==> config.mk <==
export PLATFORM = sky130hd
export DESIGN_NAME = phx_round
export DESIGN_NICKNAME = d
export VERILOG_FILES = /design/src/rtl/core/phx_pkg.sv /design/src/rtl/core/phx_round.sv
export SDC_FILE = /design/constraint.sdc
export NUM_CORES = 2
export LEC_CHECK = 0
export ABC_AREA = 1
export BUFFER_PORTS_ARGS = -buffer_cell sky130_fd_sc_hd__buf_4
export CORE_ASPECT_RATIO = 0.5
export CORE_MARGIN = 10
export CORE_UTILIZATION = 30
export CTS_BUF_LIST = sky130_fd_sc_hd__clkbuf_4
export CTS_CLUSTER_DIAMETER = 50
export DETAILED_ROUTE_END_ITERATION = 7
export SYNTH_ARGS = -nofsm -noshare
export SYNTH_HDL_FRONTEND = slang
export SYNTH_SLANG_ARGS = --single-unit
==> constraint.sdc <==
create_clock -name clk -period 12.1 [get_ports clk]
set_clock_uncertainty 0.15 [all_clocks]
set_input_delay 2.42 -clock clk [delete_from_list [all_inputs] [get_ports clk]]
set_output_delay 2.42 -clock clk [all_outputs]
set_load 0.03 [all_outputs]
==> src/rtl/core/phx_pkg.sv <==
// ----------------------------------------------------------------------------
// phx_pkg
// Shared types and constants for the Philox 4x32 counter-based generator.
// ----------------------------------------------------------------------------
`timescale 1ns / 1ps

package phx_pkg;

  // Round multipliers and Weyl key increments
  localparam logic [31:0] MUL_LANE0   = 32'hD2511F53;
  localparam logic [31:0] MUL_LANE2   = 32'hCD9E8D57;
  localparam logic [31:0] KEY_STEP0   = 32'h9E3779B9;
  localparam logic [31:0] KEY_STEP1   = 32'hBB67AE85;

  // Seed salts and the fixed revision word of the counter
  localparam logic [31:0] SEED_MIX_LO = 32'h55434F50;
  localparam logic [31:0] SEED_MIX_HI = 32'h52303133;
  localparam logic [31:0] REV_WORD    = 32'h20260823;

  // Configuration port geometry: one 64-bit register at byte address 8*i
  localparam int          ADDR_W      = 4;
  localparam logic [0:0]  REG_SEED    = 1'b0;

  typedef struct packed {
    logic [7:0]  stream_tag;
    logic [7:0]  panel_id;
    logic [7:0]  arm_id;
    logic [7:0]  network_id;
    logic [31:0] counter_a;
    logic [31:0] counter_b;
  } phx_in_t;

  typedef struct packed {
    logic [31:0] word0;
    logic [31:0] word1;
    logic [31:0] word2;
    logic [31:0] word3;
    logic [23:0] uniform_fraction;
  } phx_out_t;

  // The four counter words as they travel down the round pipeline
  typedef struct packed {
    logic [31:0] x0;
    logic [31:0] x1;
    logic [31:0] x2;
    logic [31:0] x3;
  } phx_state_t;

endpackage

==> src/rtl/core/phx_round.sv <==
// ----------------------------------------------------------------------------
// phx_round
// One Philox round as a registered pipeline stage with valid/ready flow.
// ----------------------------------------------------------------------------
`timescale 1ns / 1ps

module phx_round #(
  parameter int ROUND_IDX = 0
) (
  input  logic                clk,
  input  logic                rst,
  input  logic                in_valid,
  output logic                in_ready,
  input  phx_pkg::phx_state_t in_state,
  input  logic [31:0]         key_base0,
  input  logic [31:0]         key_base1,
  output logic                out_valid,
  input  logic                out_ready,
  output phx_pkg::phx_state_t out_state
);
  import phx_pkg::*;

  // The key of round r is the salted seed plus r Weyl increments.
  localparam logic [63:0] OFS0_FULL = 64'(ROUND_IDX) * 64'(KEY_STEP0);
  localparam logic [63:0] OFS1_FULL = 64'(ROUND_IDX) * 64'(KEY_STEP1);
  localparam logic [31:0] KEY_OFS0  = OFS0_FULL[31:0];
  localparam logic [31:0] KEY_OFS1  = OFS1_FULL[31:0];

  logic [63:0] prod0;
  logic [63:0] prod2;
  logic [31:0] key0;
  logic [31:0] key1;
  phx_state_t  state_next;

  assign prod0 = 64'(in_state.x0) * 64'(MUL_LANE0);
  assign prod2 = 64'(in_state.x2) * 64'(MUL_LANE2);
  assign key0  = key_base0 + KEY_OFS0;
  assign key1  = key_base1 + KEY_OFS1;

  always_comb begin
    state_next.x0 = prod2[63:32] ^ in_state.x1 ^ key0;
    state_next.x1 = prod2[31:0];
    state_next.x2 = prod0[63:32] ^ in_state.x3 ^ key1;
    state_next.x3 = prod0[31:0];
  end

  assign in_ready = !out_valid || out_ready;

  always_ff @(posedge clk) begin
    if (rst) begin
      out_valid <= 1'b0;
    end else if (in_ready) begin
      out_valid <= in_valid;
    end
  end

  always_ff @(posedge clk) begin
    if (in_valid && in_ready) begin
      out_state <= state_next;
    end
  end

`ifndef SYNTHESIS
  a_capture: assert property (@(posedge clk) disable iff (rst)
    (in_valid && in_ready) |=> out_valid)
    else $error("stage dropped an accepted request");

  a_hold: assert property (@(posedge clk) disable iff (rst)
    (out_valid && !out_ready) |=> (out_valid && $stable(out_state)))
    else $error("stalled stage lost or changed its request");

  a_reset: assert property (@(posedge clk)
    $past(rst) |-> !out_valid)
    else $error("stage holds a request straight after reset");
`endif

endmodule

==> metrics.txt <==
status completed; worst hold path class reg2reg; commonest non-fill, non-tap cell in the layout inv_1; Critical Path Sink Type flop; clock slew at reported path FFs 0.17 ns; CP required 12.47 ns; Area contributors post-synth fa_1, ha_1, inv_1; Yosys warnings 0; layout cells sized above 1 0.0782; Sink Count 129; fin crit period 8.37 ns; RSZ-0062 raised after global routing false; clk_lat worst skew 0.70 ns; hold buffers post-CTS 0; Layout fillers 16168; largest net degree at the start of global routing 66; fraction of registers with async set/reset 0; final core utilization 0.337; post-synthesis sequential area ratio 0.0826; gp weighted congestion 0.965; die width 578 um; Synth Net Count 7251; Yosys cell types 33; count of cells resized by post-cts repair 0; Routed Antenna Nets 0; worst path buffer plus inverter count 7; overall die height 299 um; final hold vios 0; count of final setup violators 0; PortBufs 325; Max-Cap Viols 0; Max stage delay on crit path 0.55 ns; startpoint types primary input; Mapped Area 46800 sq um; fin crit share 0.692; CTS tree yes; # IOs 326; Post-DP HPWL 134000 um; GRT Total Usage 0.171; number of synthesized flops with an enable pin 128; fmax 120 MHz; Reg area 3860 sq um; vias per cell 4.36; Layout Nets 7597; worst path cell trace buf_4 > inv_1 > fa_1 > fa_1 > inv_1 > fa_1 > inv_1 > fa_1 > inv_1 > fa_1 > fa_1 > fa_1 > inv_1 > fa_1 > inv_1 > ha_1 > nand2_1 > nor2_1 > nand2_1 > a21oi_1 > nor2_1 > nand2_2 > xor2_1; CP Class in2reg; first-pass GRT wire length 224000 um; final WL 148000 um; cell count after synthesis 5354; Initial Utilization 0.302; top-area cell type share of the netlist area 0.360; vias 34025; core area 155000 sq um; std cell rows 102; Main synth FF type edfxtp_1; critical path peak fanout 10; Setup TNS Final 0 ns; DR pass1 iterations 6; post-CTS setup buffer count 0; Synth Register Bits 129; DRC viols 0; First DRT Iteration DRCs 1898; Inserted Clock Buffers 17; Clock Path Buffers 2; Max-Slew Margin vs Limit 0.305; CP arrival 8.74 ns; Worst Tran Pin Value 1.04 ns; CP top delay family adder cells; area occupied by multi-input gates 36400 sq um; most frequent cells in the layout inv_1, nand2_1, ha_1; CTS H-Tree Depth 4; Crit path top cell by count fa_1; Slowest-stage cell, CP fa_1; vias in the first global route 36486; WHS 0.414 ns; initial antenna violation count 8; mean area per synthesized cell 8.74 sq um; fin. max-slew vios 0; leading area contributor after synthesis fa_1; Syn-to-layout area delta 11.5%; grt ovf 0; Clock Tree Root clkbuf_4; wire per inst 19.0 um; Die ar. 173000 sq um
[synthesized netlist by cell type, types with 2 or more instances]
master / instances
a21boi_0: 2
a21o_1: 10
a21oi_1: 127
and2_1: 4
clkinv_1: 5
edfxtp_1: 128
fa_1: 841
ha_1: 860
inv_1: 1703
inv_2: 21
nand2_1: 947
nand2_2: 15
nand3_1: 80
nand3_2: 7
nand3b_1: 30
nand4_1: 24
nor2_1: 186
nor2_2: 27
nor3_1: 11
nor3_2: 11
o21a_1: 3
o21ai_0: 29
o21ai_1: 14
o21bai_1: 27
o21bai_2: 2
or2_2: 3
xnor2_1: 108
xor2_1: 124
[cells by family after synthesis]
logic type,after synthesis,share of synthesized area
simple gates,1349,0.120
fa+ha+maj,1701,0.590
buf+inv,1729,0.139
compound gates,214,0.0254
flops,129,0.0826
xor+xnor,232,0.0434
[worst paths after layout]
path,startpoint,to,cells after the start,slack (ns)
setup / recovery,in_state[112],out_state[31]$_DFFE_PP_,23,3.73
setup reg to reg,out_valid$_SDFFE_PP0N_,out_state[18]$_DFFE_PP_,3,9.38
hold / removal,out_valid$_SDFFE_PP0N_,out_valid$_SDFFE_PP0N_,2,0.41
hold reg to reg,out_valid$_SDFFE_PP0N_,out_valid$_SDFFE_PP0N_,2,0.41
[final cells by class]
class | count | area share
Inverter | 1729 | 0.124
Multi-Input combinational cell | 3496 | 0.698
Timing Repair Buffer | 327 | 0.0471
Clock buffer | 18 | 0.00259
Tap cell | 2080 | 0.0499
Clock inverter | 14 | 0.00343
Antenna cell | 5 | 0.000240
Sequential cell | 129 | 0.0741
[stage by stage]
step | setup slack, ns | cells | instance area, sq um
floorplan | 2.67 | 5354 | 46800
global placement | 2.91 | 7761 | 51800
detailed placement | 2.93 | 7761 | 51800
CTS | 3.81 | 7793 | 52200
global route | 3.40 | 7796 | 52200
finish | 3.73 | 7798 | 52200
[state kept, by name, summed over array words and instances, names as in the netlist]
signal / count
out_state: 128
out_valid: 1
[layer usage]
layer	up-vias	routed length, um	track usage	part of all wire
met4	8	4140	0.0468	0.028
met1	16640	62600	0.213	0.42
li1	16509	-	-	-
met5	-	43	0	0.00029
met2	726	74800	0.310	0.50
met3	142	6600	0.0224	0.045
[tightest hold or removal path, stage by stage, from the launching register on]
cell and delay [ns]:
dfxtp_1 0.37, nand2_1 0.10, a21oi_1 0.06
Power is not shown: default switching activity piles up to over one toggle a cycle in this logic, so the estimate is an artifact.
