### config.mk
export PLATFORM = sky130hd
export DESIGN_NAME = phx_cfg
export DESIGN_NICKNAME = d
export VERILOG_FILES = /design/src/rtl/core/phx_pkg.sv /design/src/rtl/core/phx_cfg.sv
export SDC_FILE = /design/constraint.sdc
export NUM_CORES = 1
export LEC_CHECK = 0
export BUFFER_PORTS_ARGS = -buffer_cell sky130_fd_sc_hd__buf_2
export CORE_MARGIN = 1
export CORE_UTILIZATION = 37
export CTS_CLUSTER_DIAMETER = 100
export DETAILED_ROUTE_END_ITERATION = 10
export GPL_TIMING_DRIVEN = 0
export PLACE_DENSITY_LB_ADDON = 0.15
export SLEW_MARGIN = 10
export SYNTH_ARGS = -nofsm -noshare
export SYNTH_HDL_FRONTEND = slang
export SYNTH_SLANG_ARGS = --single-unit
### constraint.sdc
create_clock -name clk -period 0.9 [get_ports clk]
set_input_delay 0.09 -clock clk [delete_from_list [all_inputs] [get_ports clk]]
set_output_delay 0.09 -clock clk [all_outputs]
set_load 0.02 [all_outputs]
### src/rtl/core/phx_pkg.sv
// ----------------------------------------------------------------------------
// phx_pkg
// Shared types and constants for the Philox 4x32 counter-based generator.
// ----------------------------------------------------------------------------
`timescale 1ns / 1ps

package phx_pkg;

  // Round multipliers and Weyl key increments
  localparam logic [31:0] MUL_LANE0   = 32'hD2511F53;
  localparam logic [31:0] MUL_LANE2   = 32'hCD9E8D57;
  localparam logic [31:0] KEY_STEP0   = 32'h9E3779B9;
  localparam logic [31:0] KEY_STEP1   = 32'hBB67AE85;

  // Seed salts and the fixed revision word of the counter
  localparam logic [31:0] SEED_MIX_LO = 32'h55434F50;
  localparam logic [31:0] SEED_MIX_HI = 32'h52303133;
  localparam logic [31:0] REV_WORD    = 32'h20260823;

  // Configuration port geometry: one 64-bit register at byte address 8*i
  localparam int          ADDR_W      = 4;
  localparam logic [0:0]  REG_SEED    = 1'b0;

  typedef struct packed {
    logic [7:0]  stream_tag;
    logic [7:0]  panel_id;
    logic [7:0]  arm_id;
    logic [7:0]  network_id;
    logic [31:0] counter_a;
    logic [31:0] counter_b;
  } phx_in_t;

  typedef struct packed {
    logic [31:0] word0;
    logic [31:0] word1;
    logic [31:0] word2;
    logic [31:0] word3;
    logic [23:0] uniform_fraction;
  } phx_out_t;

  // The four counter words as they travel down the round pipeline
  typedef struct packed {
    logic [31:0] x0;
    logic [31:0] x1;
    logic [31:0] x2;
    logic [31:0] x3;
  } phx_state_t;

endpackage

### src/rtl/core/phx_cfg.sv
// ----------------------------------------------------------------------------
// phx_cfg
// Configuration register file: holds the seed and derives the salted keys.
// ----------------------------------------------------------------------------
`timescale 1ns / 1ps

module phx_cfg (
  input  logic                      clk,
  input  logic                      rst,
  input  logic                      psel,
  input  logic                      penable,
  input  logic                      pwrite,
  input  logic [phx_pkg::ADDR_W-1:0] paddr,
  input  logic [63:0]               pwdata,
  output logic [63:0]               prdata,
  output logic                      pready,
  output logic [31:0]               key0,
  output logic [31:0]               key1
);
  import phx_pkg::*;

  logic [63:0] seed;
  logic        sel_seed;

  // Byte address 8*i selects register i; the low three bits are ignored.
  assign sel_seed = (paddr[ADDR_W-1:3] == REG_SEED);
  assign pready   = 1'b1;

  always_ff @(posedge clk) begin
    if (rst) begin
      seed <= '0;
    end else if (psel && penable && pwrite && pready && sel_seed) begin
      seed <= pwdata;
    end
  end

  assign prdata = sel_seed ? seed : '0;

  assign key0 = seed[31:0]  ^ SEED_MIX_LO;
  assign key1 = seed[63:32] ^ SEED_MIX_HI;

endmodule

==> results of run 1 <==
## layer usage
metal,up-vias,track usage,wire length [µm],share of wire
met5,-,0,0,0
met4,0,0.0892,259,0.022
met3,25,0.0373,598,0.050
met2,128,0.385,6460,0.54
met1,1724,0.221,4600,0.39
li1,1785,-,-,-
## cell usage after synthesis (all sizes together)
cell / number
nor2: 26
clkbuf: 16
and4b: 1
nor2b: 38
inv: 26
buf: 51
conb: 1
mux2i: 64
dfxtp: 64
nand2b: 128
## stage by stage
stage          cell area [µm²]  setup slack [ns]  TNS, ns  hold slack, ns
6_report                  6910            -0.215   -13.26          0.0137
5_1_grt                   6910            -0.271   -18.86         0.00231
4_1_cts                   6390            -0.171   -15.16       0.0000183
3_5_place_dp              4820            -0.397   -34.17           0.357
3_3_place_gp              4820            -0.383   -34.03           0.352
2_1_floorplan             3670         -0.000743  -0.0446           0.245
## placed cells by master, fill, tap and decap left out
cell type and instances:
and4b_1 1, buf_12 6, buf_2 69, buf_4 54, buf_6 145, bufinv_16 1, clkbuf_1 14, clkbuf_4 1
clkbuf_8 11, clkinv_2 3, conb_1 1, dfxtp_2 64, dlygate4sd3_1 43, inv_2 23, inv_4 3, mux2i_1 64
nand2b_1 128, nor2_1 8, nor2_2 8, nor2_4 10, nor2b_1 9, nor2b_2 4, nor2b_4 25
## cells by family after synthesis
family,count (synthesis)
buffers and inverters,93
flip-flops,64
other,1
multiplexers,64
AND/OR/NAND/NOR,193
## final cells by class
type                    instances  share of cell area
multi-input cells             258               0.302
plain buffers                  67              0.0978
clock buffers                  11              0.0205
flip-flops and latches         64               0.197
repair buffers                265               0.337
inverters                      26              0.0152
clock inverters                 4             0.00652
well taps                     133              0.0241
## power by group through the flow
stage	logic [mW]	registers [mW]	clock network [mW]
5_1_grt	1.45	2.97	2.65
2_1_floorplan	0.587	2.99	0
3_5_place_dp	0.917	3.00	0
3_3_place_gp	0.906	3.00	0
4_1_cts	1.24	2.95	2.50
6_report	1.36	2.96	2.44
## critical path: cells and delay by family (launching register included)
family        cells  cell delay (ns)
buf+inv           2             0.22
flops             1             0.34
simple gates      1             0.14
## worst paths after layout
| path | end | slack, ns |
|---|---|---|
| setup / recovery | prdata[9] | -0.22 |
| setup reg to reg | seed[32] | 0.09 |
| hold / removal | seed[40] | 0.01 |
| hold reg to reg | seed[52] | 0.48 |
## timing repair
action / CTS / global route
hold buffers: 43 / 0
buffers inserted: 17 / 9
resized for setup: 335 / 115
endpoints found under the setup margin: 128 / 128
hold endpoints to repair: 43 / 0
pin swaps: 23 / 1
==> flow_metrics.tcl, run 1 <==
set metrics [dict create \
    n_antenna_cell 0 \
    syn_area_mm2 0.00367 \
    drc 0 \
    h-tree-depth 3 \
    fin_cells 828 \
    yosys.area.top_type "dfxtp_1" \
    start_util 0.379 \
    cts_sinks 64 \
    synth_fa_ha_area_frac 0 \
    p_sw_frac 0.261 \
    core-area_mm2 0.00968 \
    hp-class "input port to flop" \
    yosysTopAreaCellShare 0.349 \
    cp-start-kind "flop" \
    skew_ns 0 \
    area_growth_pct 87.9 \
    setup_viol 128 \
    clkTransAtPathRegs_ns 0.07 \
    io_buffer_count 196 \
    min-delay-start "pwdata[40]" \
    post-route-util 0.713 \
    nets 764 \
    ys_seq_area_frac 0.349 \
    synth-compound-area-share 0 \
    ir_worst_vdd_mv 0.681 \
    syn_avg_cell_area_um2 8.85 \
    violations "setup timing" \
    gp_congestion 0.719 \
    cp_slowest_stage_delay_ns 0.34 \
    regMostFlops "seed" \
    worstSetupPathType "flop to output pin" \
    largest_register_ffs 64 \
    hpwl_mm 6.83 \
    synth-seq-cells 64 \
    layout-drive-gt1-share 0.614 \
    drt_pass1_iterations 4 \
    wirelength_mm 11.9 \
    cts_tree "built" \
    worst_slack_ns -0.215 \
    crit_fanout 2 \
    combinationalPowerShare 0.201 \
    cp-startpoint "seed[9]" \
    nFillCells 708 \
    leakage_nw 2.92 \
    ioPinCount 202 \
    grt_pass1_wl_mm 16.3 \
    rsz0062_at_grt "true" \
    p_switching_mw 1.76 \
    antenna_found_initial 0 \
    clockPowerShare 0.361 \
    first_global_vias 3463 \
    hold-path-cell-count 3 \
    slew_viol_final 0 \
    reg_top3 "seed: 64 flops" \
    p_seq_frac 0.438 \
    post-route-min-period_ns 1.12 \
    routedWlPerCell_um 14.4 \
    synth_nets 488 \
    gr-total-overflow 0 \
    worst_skew_pair.late_latency_ns 0.33 \
    cts.path.max_buffers 2 \
    r2r_start "seed[32]" \
    viasPerCell 4.42 \
    grt_max_degree 11 \
    outcome "finished with violations" \
    intPower_mw 5.00 \
    period_share 1.24 \
    dp.cells 744 \
    muxShareOfSynthArea 0.174 \
    ys_types 14 \
    area.sequential_mm2 0.00136 \
    dieArea_mm2 0.0103 \
    vias 3662 \
    drv_cap 0 \
    rows 36 \
    r2r_cells 4 \
    end_kind "output pin" \
    synth_xor_area_frac 0 \
    cp.required_ns 0.81 \
    cp_slowest_cell "dfxtp_2" \
    cp.arrival_ns 1.03 \
    yosys.area_share.simple 0.312 \
    yosys_warnings 0 \
    hold_violations 0 \
    path_cells "inv_2 -> nor2_1 -> buf_4" \
    die_y_um 102 \
    synth_top_family_by_area "simple AND/OR/NAND/NOR gates" \
    ant_nets 0 \
    die_w_um 102 \
    power_mw 6.76 \
    grtUsageTotal 0.204 \
    cts_root_buf "clkbuf_8" \
    cts_buffers 9 \
    multiInputGateArea_mm2 0.00208 \
    drt-initial-drc-count 74 \
    power_density_mw_per_mm2 979 \
    syn_inst 415 \
    max_freq_mhz 897 \
    synth.area.top_cells "dfxtp_1 (35%), nand2b_1 (22%), mux2i_1 (17%)" \
]
Note: power is estimated with default switching activity, not from simulation.
==> run 2: changes to the inputs <==
--- a/config.mk
+++ b/config.mk
@@ -8,7 +8,8 @@
 export BUFFER_PORTS_ARGS = -buffer_cell sky130_fd_sc_hd__buf_2
 export CORE_MARGIN = 1
 export CORE_UTILIZATION = 37
-export CTS_CLUSTER_DIAMETER = 100
+export CTS_BUF_LIST = sky130_fd_sc_hd__clkbuf_4
+export CTS_CLUSTER_SIZE = 40
 export DETAILED_ROUTE_END_ITERATION = 10
 export GPL_TIMING_DRIVEN = 0
 export PLACE_DENSITY_LB_ADDON = 0.15
==> run 2 against run 1 <==
The flow still finishes with violations (setup timing). Register-to-register slack got worse by 0.03 ns. Die area unchanged. Final cell count up 2.4%. Wire length up 9.0%. First-iteration DRC count decreased by 12%. Global-route usage up 0.87 points. Clock skew did not move. Clock-buffer cell count fell by 1. Non-clock buffer count up 20.
==> flow_metrics.tcl, run 2 (synthesis gave the netlist of run 1 again) <==
set metrics [dict create \
    outcome "finished with violations" \
    worst_slack_ns -0.293 \
    first_global_vias 3637 \
    layout-drive-gt1-share 0.606 \
    drt_pass1_iterations 4 \
    layout_common_cells "buf_6 (153), nand2b_1 (128), buf_2 (69)" \
    ioPinCount 202 \
    violations "setup timing" \
    post-route-min-period_ns 1.19 \
    cp.arrival_ns 1.10 \
    gp_congestion 0.719 \
    critPathTopFamily "flip-flops" \
    viasPerCell 4.48 \
    cts_sinks 64 \
    grtUsageTotal 0.213 \
    slew_viol_final 0 \
    leakage_nw 2.98 \
    start_util 0.379 \
    max_freq_mhz 838 \
    ir_worst_vdd_mv 0.551 \
    ant_nets 0 \
    cts_tree "built" \
    cp_slowest_stage_delay_ns 0.38 \
    h-tree-depth 3 \
    clkTransAtPathRegs_ns 0.10 \
    setup_viol 128 \
    cts_buffers 9 \
    grt_pass1_wl_mm 17.0 \
    dieArea_mm2 0.0103 \
    vias 3799 \
    crit_fanout 3 \
    largest_register_ffs 64 \
    hp-class "input port to flop" \
    skew_ns 0 \
    area_growth_pct 93.8 \
    cp-start-kind "flop" \
    worst_skew_pair.late_latency_ns 0.39 \
    routedWlPerCell_um 15.3 \
    cp_slowest_cell "dfxtp_2" \
    die_w_um 102 \
    regMostFlops "seed" \
    wirelength_mm 13.0 \
    power_density_mw_per_mm2 887 \
    n_antenna_cell 0 \
    cts.path.max_buffers 2 \
    cts_root_buf "clkbuf_4" \
    path_cells "nor2b_2 -> buf_6" \
    die_y_um 102 \
    antenna_found_initial 0 \
    worst-path-buf-inv 1 \
    period_share 1.33 \
    drc 0 \
    gr-total-overflow 0 \
    cp.required_ns 0.81 \
    grt_max_degree 11 \
    nFillCells 659 \
    reg_top3 "seed: 64 flops" \
    setup_tns_ns -23.32 \
    drv_cap 0 \
    hpwl_mm 6.83 \
    hold_violations 0 \
    dp_slack_ns -0.397 \
    drt-initial-drc-count 65 \
    io_buffer_count 196 \
    rsz0062_at_grt "true" \
    layout_commonest_cell "buf_6" \
    core-area_mm2 0.00968 \
    end_kind "output pin" \
    worstSetupPathType "flop to output pin" \
    rows 36 \
    nets 784 \
]
[run 2: changes by cell type in the layout (fill, tap and decap cells not counted), moves of 5 or more]
cell | before | now
dlygate4sd3_1 | 43 | 64
clkbuf_4 | 1 | 13
clkbuf_8 | 11 | 0
buf_4 | 54 | 44
buf_6 | 145 | 153
nor2_1 | 8 | 3
[run 2: layer usage]
| metal | part of all wire | vias to the layer above | global-route usage |
|---|---|---|---|
| li1 | - | 1825 | - |
| met1 | 0.39 | 1790 | 0.228 |
| met2 | 0.53 | 144 | 0.406 |
| met3 | 0.053 | 40 | 0.0380 |
| met4 | 0.029 | 0 | 0.0925 |
| met5 | 0 | - | 0 |
[run 2: final timing paths]
check | slack, ns | startpoint | to | cells after the start
max | -0.29 | seed[50] | prdata[50] | 2
min | 0.27 | rst | seed[57] | 3
min reg2reg | 0.48 | seed[57] | seed[57] | 2
max reg2reg | 0.06 | seed[38] | seed[38] | 4
[run 2: worst register-to-register path, delay by kind of cell (launching register included)]
family        cells  cell delay [ns]
simple gates      1             0.07
buf+inv           2             0.25
flops             1             0.35
mux               1             0.07
[run 2: through the flow]
stage               power, mW  area (µm²)  cells   util  hold slack [ns]
global placement         3.90        4820    744  0.498            0.352
finish                   6.32        7120    848  0.736            0.275
global route             6.61        7120    848  0.736            0.283
CTS                      6.19        6480    839  0.669            0.261
floorplan                3.57        3670    415      -            0.245
detailed placement       3.92        4820    744  0.498            0.357
[run 2: what timing repair did]
action | 4_1_cts | 5_1_grt
cloned | 0 | 0
hold buffers | 64 | 0
setup endpoints to repair | 128 | 128
buffers inserted | 16 | 9
hold endpoints to repair | 64 | 0
resized for setup | 320 | 151
pin swaps | 26 | 0
[run 2: cell type report]
cell class | instances | area [µm²] | area share
buffer | 67 | 669 | 0.0940
clock inverter | 5 | 48.8 | 0.00685
sequential | 64 | 1360 | 0.191
timing repair buffer | 285 | 2560 | 0.360
inverter | 26 | 100 | 0.0141
tap | 133 | 166 | 0.0234
multi-input combinational | 258 | 2140 | 0.301
clock buffer | 10 | 75.1 | 0.0105
[run 2: power breakdown]
part | leakage [nW] | internal, mW | total, mW | switching, mW
sequential | 0.549 | 2.90 | 2.96 | 0.0576
combinational | 2.36 | 0.825 | 1.46 | 0.635
clock | 0.0734 | 0.843 | 1.90 | 1.05
total | 2.98 | 4.57 | 6.32 | 1.75
